File: config.mk
export PLATFORM = sky130hd
export DESIGN_NAME = svm_front
export DESIGN_NICKNAME = d
export VERILOG_FILES = /design/src/hdl/svm_pkg.sv /design/src/hdl/svm_front.sv
export SDC_FILE = /design/constraint.sdc
export NUM_CORES = 1
export LEC_CHECK = 0
export BUFFER_PORTS_ARGS = -buffer_cell sky130_fd_sc_hd__buf_2
export CAP_MARGIN = 5
export CORE_MARGIN = 4
export CORE_UTILIZATION = 47
export CTS_CLUSTER_SIZE = 8
export DETAILED_ROUTE_END_ITERATION = 8
export HOLD_SLACK_MARGIN = 0.02
export PLACE_DENSITY_LB_ADDON = 0.15
export SLEW_MARGIN = 20
export SYNTH_ARGS = -nofsm -noshare
export SYNTH_HDL_FRONTEND = slang
export SYNTH_SLANG_ARGS = --single-unit
File: constraint.sdc
create_clock -name clk -period 4.5 [get_ports clk]
set_input_delay 0.9 -clock clk [delete_from_list [all_inputs] [get_ports clk]]
set_output_delay 0.9 -clock clk [all_outputs]
set_load 0.03 [all_outputs]
File: src/hdl/svm_pkg.sv
package svm_pkg;

	localparam int VOICES       = 2;
	localparam int VIDX_W       = (VOICES > 1) ? $clog2(VOICES) : 1;
	localparam int VCNT_W       = $clog2(VOICES + 1);

	localparam int CLIP_W       = 7;
	localparam int CLIPS        = 1 << CLIP_W;
	localparam int SADDR_W      = 16;
	localparam int SAMPLE_DEPTH = 1 << SADDR_W;

	localparam int SMP_W        = 16;
	localparam int GAIN_W       = 10;
	localparam int CNT_W        = 16;
	localparam int BASE_W       = 16;
	localparam int LEN_W        = 17;
	localparam int BUSY_W       = 2;
	localparam int CFG_DATA_W   = 16;

	// Q2.8 product, truncated result and voice sum
	localparam int PROD_W       = SMP_W + GAIN_W + 1;
	localparam int SCL_W        = PROD_W - 8;
	localparam int SUM_W        = SCL_W + VIDX_W + 1;

	localparam int QUEUE_DEPTH  = 2;
	localparam int QPTR_W       = $clog2(QUEUE_DEPTH);
	localparam int QCNT_W       = $clog2(QUEUE_DEPTH + 1);

	localparam logic REG_GAIN     = 1'b0;
	localparam logic REG_COOLDOWN = 1'b1;

	localparam logic [GAIN_W-1:0] GAIN_RST     = GAIN_W'(205);
	localparam logic [CNT_W-1:0]  COOLDOWN_RST = CNT_W'(15435);
	localparam logic [CNT_W-1:0]  COUNT_MAX    = '1;

	localparam logic signed [SUM_W-1:0] SAT_MAX = SUM_W'(32767);
	localparam logic signed [SUM_W-1:0] SAT_MIN = -SUM_W'(32768);

	typedef enum logic [1:0] {
		OP_LOAD    = 2'd0,
		OP_DEFINE  = 2'd1,
		OP_TRIGGER = 2'd2,
		OP_TICK    = 2'd3
	} op_t;

	typedef enum logic [1:0] {
		ST_DONE     = 2'd0,
		ST_COOLDOWN = 2'd1,
		ST_NO_VOICE = 2'd2
	} status_t;

	typedef struct packed {
		op_t                 op;
		logic [SADDR_W-1:0]  addr;
		logic [SMP_W-1:0]    left;
		logic [SMP_W-1:0]    right;
		logic [CLIP_W-1:0]   clip;
		logic [BASE_W-1:0]   start;
		logic [LEN_W-1:0]    frames;
	} item_t;

	typedef struct packed {
		logic [GAIN_W-1:0] gain;
		logic [CNT_W-1:0]  cooldown;
	} cfg_t;

endpackage

File: src/hdl/svm_front.sv
module svm_front import svm_pkg::*; (
	input  logic                clk,
	input  logic                arst_n,
	input  logic                in_valid,
	output logic                in_ready,
	input  logic [1:0]          op,
	input  logic [15:0]         mem_address,
	input  logic signed [15:0]  load_left,
	input  logic signed [15:0]  load_right,
	input  logic [6:0]          clip_index,
	input  logic [15:0]         clip_start,
	input  logic [16:0]         clip_frames,
	output logic                item_valid,
	output item_t               item,
	input  logic                item_pop
);

	item_t              queue_q [QUEUE_DEPTH];
	logic [QPTR_W-1:0]  wr_ptr_q;
	logic [QPTR_W-1:0]  rd_ptr_q;
	logic [QCNT_W-1:0]  count_q;
	logic               push;
	item_t              in_item;

	assign in_ready   = (count_q != QCNT_W'(QUEUE_DEPTH));
	assign push       = in_valid && in_ready;
	assign item_valid = (count_q != '0);
	assign item       = queue_q[rd_ptr_q];

	// classify the request and fold indexes to the table sizes
	always_comb begin
		in_item.op     = op_t'(op);
		in_item.addr   = SADDR_W'(mem_address);
		in_item.left   = load_left;
		in_item.right  = load_right;
		in_item.clip   = CLIP_W'(clip_index);
		in_item.start  = clip_start;
		in_item.frames = clip_frames;
	end

	always_ff @(posedge clk or negedge arst_n) begin
		if (!arst_n) begin
			wr_ptr_q <= '0;
			rd_ptr_q <= '0;
			count_q  <= '0;
		end else begin
			if (push) begin
				wr_ptr_q <= (wr_ptr_q == QPTR_W'(QUEUE_DEPTH - 1)) ? '0 : wr_ptr_q + 1'b1;
			end
			if (item_pop) begin
				rd_ptr_q <= (rd_ptr_q == QPTR_W'(QUEUE_DEPTH - 1)) ? '0 : rd_ptr_q + 1'b1;
			end
			if (push && !item_pop) begin
				count_q <= count_q + 1'b1;
			end else if (!push && item_pop) begin
				count_q <= count_q - 1'b1;
			end
		end
	end

	always_ff @(posedge clk) begin
		if (push) begin
			queue_q[wr_ptr_q] <= in_item;
		end
	end

endmodule

==> impl_metrics.tcl, run 1 <==
set metrics [dict create \
    status "finished, final reports clean" \
    wirelength_mm 12.3 \
    syn_area_um2 7140 \
    vdd_drop_max_uv 323 \
    finalHoldViolCount 0 \
    routed_via_density 4.87 \
    place.gp.congestion 0.719 \
    cts_setup_buffers 0 \
    setup_viol 0 \
    fp-row-count 44 \
    cts_made_buffers 17 \
    wl_per_cell_um 17.6 \
    grt_overflow 0 \
    fillerInstances 1124 \
    clk-insertion-delay-late_ns 0.41 \
    syn-num-nets 393 \
    place_hpwl_mm 8.32 \
    grt_start_max_net_pins 56 \
    cts_hold_buf 0 \
    tns_ns 0 \
    io_pins 186 \
    final_cell_mix "buf_2 (185), edfxtp_1 (180), mux2_4 (89)" \
    clk_pin_slew_ns 0.06 \
    max_freq_mhz 316 \
    die_area_um2 17200 \
    finalMaxSlewViolations 0 \
    coreArea_um2 14700 \
    p_leak_nw 3.55 \
    seq_area_frac_synth_pct 77.1 \
    root_buffer "clkbuf_16" \
    worstHoldPathType "input pin to async pin" \
    drive_gt1_share_pct 60.4 \
    cp_data_required_time_ns 3.60 \
    crit_fanout 31 \
    ys_seq_elements 184 \
    synthCells 298 \
    dp.cells 663 \
    die_width_um 131 \
    initial_core_util_pct 48.6 \
    layout_commonest_cell "buf_2" \
    dieHeight_um 131 \
    fin_cells 696 \
    dr.pass1.iters 4 \
    area_growth_pct 22.9 \
    final_util_pct 59.7 \
    worst_slew_pin_slew_ns 0.763 \
    cts_resized 0 \
    fin_skew_ns 0.00502 \
    p_total_mw 6.36 \
    arrival_ns 2.27 \
    period_share_pct 70.4 \
    drv_cap 0 \
    max_slew_margin_pct 49.1 \
    power.density_nw_per_um2 725 \
    cp-start-kind "register" \
    vias 3387 \
    ys_types 15 \
    period_needed_ns 3.17 \
    drcViolationCount 0 \
    grt_pass1_vias 3598 \
    place_area_um2 8180 \
    crit_path_end_kind "output pin" \
    syn_area_per_cell_um2 24.0 \
    drt_iter0_drc 160 \
    ant_nets 0 \
    yosys_warnings 0 \
    design_area_um2 8770 \
    grtUsageTotal_pct 14.6 \
    grt_antenna_before_repair 2 \
    numPortBuffers 185 \
    cts_tree "done" \
    crit_type "register to output pin" \
    rsz0062_at_grt "false" \
    cts_buffer_depth 2 \
    grt_pass1_wl_mm 19.2 \
    clock-sinks 184 \
    nets 593 \
    ctsHtreeMaxLevel 4 \
]
-- power breakdown --
| part | switching [mW] | leakage, nW | internal [mW] | total [mW] |
|---|---|---|---|---|
| sequential | 0.180 | 1.72 | 2.35 | 2.53 |
| clock | 0.559 | 0.282 | 0.921 | 1.48 |
| combinational | 1.41 | 1.55 | 0.942 | 2.35 |
| total | 2.15 | 3.55 | 4.21 | 6.36 |
-- worst max-delay path: stages (launching register included) --
cell,delay [ns]
dfrtp_4,0.82
buf_4,0.49
mux2_4,0.34
buf_2,0.18
-- sequential cells by signal, summed over array words and instances (netlist names) --
signal and count:
count_q 2, rd_ptr_q 1, queue_q 180, wr_ptr_q 1
-- final timing paths --
check	slack, ns	from	depth (start not counted)	end
min	0.29	arst_n	1	count_q[0]$_DFFE_PN0P_
min reg2reg	0.51	count_q[1]$_DFFE_PN0P_	1	count_q[1]$_DFFE_PN0P_
max reg2reg	2.70	count_q[0]$_DFFE_PN0P_	4	queue_q[0][36]$_DFFE_PP_
max	1.33	rd_ptr_q$_DFFE_PN0P_	3	item[82]
min in group clk	0.51	count_q[1]$_DFFE_PN0P_	1	count_q[1]$_DFFE_PN0P_
max in group asynchronous	4.07	arst_n	1	rd_ptr_q$_DFFE_PN0P_
-- cell type report --
class	instances	area, µm²	share of cell area, %
Sequential cell	184	5510	62.8
Multi-Input combinational cell	102	1450	16.5
Antenna cell	2	5.00	0.0570
Inverter	2	7.51	0.0856
Clock buffer	21	440	5.02
Timing Repair Buffer	191	983	11.2
Tap cell	184	230	2.62
Clock inverter	10	151	1.73
-- per-layer routing --
metal | vias to the layer above | track usage (%) | routed length, µm
met1 | 1649 | 16.3 | 4760
met4 | 2 | 6.83 | 292
met2 | 128 | 23.8 | 6070
met5 | - | 0 | 12
met3 | 21 | 6.84 | 1130
li1 | 1587 | - | -
-- cell usage after synthesis --
library cell | n | area, µm²
buf_12 | 9 | 180
or2_2 | 1 | 6.26
nand2b_1 | 1 | 6.26
inv_1 | 2 | 7.51
xor2_1 | 3 | 26.3
ha_1 | 1 | 12.5
mux2_2 | 1 | 11.3
xnor2_1 | 2 | 17.5
nor2_1 | 2 | 7.51
dfrtp_1 | 4 | 100
buf_6 | 1 | 11.3
edfxtp_1 | 180 | 5410
nand2_1 | 1 | 3.75
and3_1 | 1 | 6.26
mux2_4 | 89 | 1340
-- cells by family (layout without fill, tap and decap cells) --
family	after synthesis	count (layout)	share of synthesized area [%]
XOR/XNOR	5	5	0.614
adder cells (fa/ha/maj)	1	1	0.175
buffers and inverters	12	224	2.79
flip-flops	184	184	77.1
multiplexers	90	90	18.9
other	0	2	0
AND/OR/NAND/NOR	6	6	0.421
-- stage by stage --
step,hold WS (ns),setup WS [ns]
5_1_grt,0.261,1.21
2_1_floorplan,0.456,0.722
4_1_cts,0.261,1.27
3_5_place_dp,0.496,1.74
6_report,0.287,1.33
3_3_place_gp,0.472,1.78
No activity file was read; power rests on OpenSTA's default activity.
==> run 2: changes to the inputs <==
Clock period 4.5 ns to 2.86 ns, I/O delays scaled along.
==> impl_metrics.tcl, run 2 (synthesis gave the netlist of run 1 again) <==
set metrics [dict create \
    crit_type "register to output pin" \
    p_leak_nw 3.56 \
    fillerInstances 1131 \
    die_width_um 131 \
    final_cell_mix "buf_2 (185), edfxtp_1 (180), mux2_4 (89)" \
    ctsHtreeMaxLevel 4 \
    setup_slack_ns 0.406 \
    max_freq_mhz 408 \
    crit_fanout 18 \
    drv_cap 0 \
    reg.largest.list "queue_q: 180 flops, count_q: 2 flops" \
    dieHeight_um 131 \
    place_hpwl_mm 8.47 \
    grt_overflow 0 \
    nets 597 \
    grt_start_max_net_pins 48 \
    n_antenna_cell 0 \
    grt_antenna_before_repair 1 \
    drive_gt1_share_pct 60.9 \
    cp_data_required_time_ns 2.29 \
    pre_cts_slack_ns 0.821 \
    reg2regPathDepth 4 \
    routed_via_density 4.81 \
    tns_ns 0 \
    area_growth_pct 23.3 \
    drcViolationCount 0 \
    wl_per_cell_um 17.6 \
    numPortBuffers 185 \
    clk-insertion-delay-late_ns 0.41 \
    setup_viol 0 \
    root_buffer "clkbuf_16" \
    whs_path_depth 1 \
    period_share_pct 85.8 \
    max_stage_delay_ns 0.64 \
    finalHoldViolCount 0 \
    vias 3356 \
    clock-sinks 184 \
    cts_buffer_depth 2 \
    place.gp.congestion 0.681 \
    rsz0062_at_grt "false" \
    die_area_um2 17200 \
    max_slew_margin_pct 56.6 \
    power.density_nw_per_um2 1140 \
    worst_slew_pin_slew_ns 0.651 \
    period_needed_ns 2.45 \
    critPathSlowestCell "dfrtp_4" \
    cp-start-kind "register" \
    io_pins 186 \
    arrival_ns 1.88 \
    grtUsageTotal_pct 14.8 \
    fp-row-count 44 \
    crit_path_end_kind "output pin" \
    cts_made_buffers 17 \
    cts_resized 0 \
    coreArea_um2 14700 \
    cts_tree "done" \
    layout_commonest_cell "buf_2" \
    largest_register "queue_q" \
    initial_core_util_pct 48.6 \
    wirelength_mm 12.3 \
    dr.pass1.iters 4 \
    clk_pin_slew_ns 0.06 \
    finalMaxSlewViolations 0 \
    status "finished, final reports clean" \
    drt_iter0_drc 209 \
    largest_reg_flops 180 \
    fin_skew_ns 0.00591 \
    ant_nets 0 \
    crit_chain "buf_4, mux2_4, buf_2" \
    grt_pass1_vias 3652 \
    worstHoldPathType "input pin to register" \
    vdd_drop_max_uv 534 \
    grt_pass1_wl_mm 19.6 \
]
## run 2: worst paths after layout
| check | from | end | slack (ns) |
|---|---|---|---|
| max | rd_ptr_q$_DFFE_PN0P_ | item[42] | 0.41 |
| min | load_right[8] | queue_q[0][48]$_DFFE_PP_ | 0.34 |
| max reg2reg | count_q[0]$_DFFE_PN0P_ | queue_q[0][12]$_DFFE_PP_ | 1.10 |
| min reg2reg | count_q[1]$_DFFE_PN0P_ | count_q[1]$_DFFE_PN0P_ | 0.49 |
| max in group asynchronous | arst_n | rd_ptr_q$_DFFE_PN0P_ | 2.20 |
| min in group asynchronous | arst_n | wr_ptr_q$_DFFE_PN0N_ | 0.52 |
## run 2: worst max-delay path, delay by kind of cell, from the launching register on
kind	cells	cell delay, ns
flops	1	0.64
mux	1	0.32
buf+inv	2	0.50
## run 2: stage by stage
| stage | hold WS, ns | std cells | power (mW) | area, µm² | utilization [%] |
|---|---|---|---|---|---|
| after detailed placement | 0.387 | 666 | 7.87 | 8220 | 55.9 |
| after global placement | 0.388 | 666 | 7.83 | 8220 | 55.9 |
| after global routing | 0.313 | 698 | 10.5 | 8800 | 59.9 |
| after floorplan | 0.276 | 298 | 7.09 | 7150 | - |
| final | 0.342 | 698 | 10.0 | 8800 | 59.9 |
| after CTS | 0.318 | 698 | 10.1 | 8800 | 59.9 |
## run 2: final cells by class
class / count / area, µm² / area share (%)
Sequential cell: 184 / 5510 / 62.6
Multi-Input combinational cell: 102 / 1450 / 16.4
Timing Repair Buffer: 195 / 1040 / 11.8
Clock buffer: 22 / 444 / 5.04
Tap cell: 184 / 230 / 2.61
Clock inverter: 9 / 126 / 1.44
Inverter: 2 / 7.51 / 0.0853
## run 2: timing repair
| item | CTS | global route |
|---|---|---|
| hold buffers | 1 | 0 |
| endpoints found under the hold margin | 4 | 0 |
| buffers inserted | 0 | 0 |
| endpoints found under the setup margin | 0 | 0 |
## run 2: report_power, final
| part | leakage (nW) | switching [mW] | internal (mW) |
|---|---|---|---|
| clock network | 0.268 | 0.894 | 1.36 |
| logic | 1.58 | 2.30 | 1.54 |
| registers | 1.72 | 0.217 | 3.69 |
## run 2: routing by layer
| layer | up-vias | GRT usage [%] | wire [µm] |
|---|---|---|---|
| met3 | 20 | 5.77 | 905 |
| li1 | 1581 | - | - |
| met1 | 1631 | 17.8 | 4930 |
| met5 | - | 0 | 20 |
| met2 | 122 | 24.0 | 6160 |
| met4 | 2 | 6.24 | 249 |
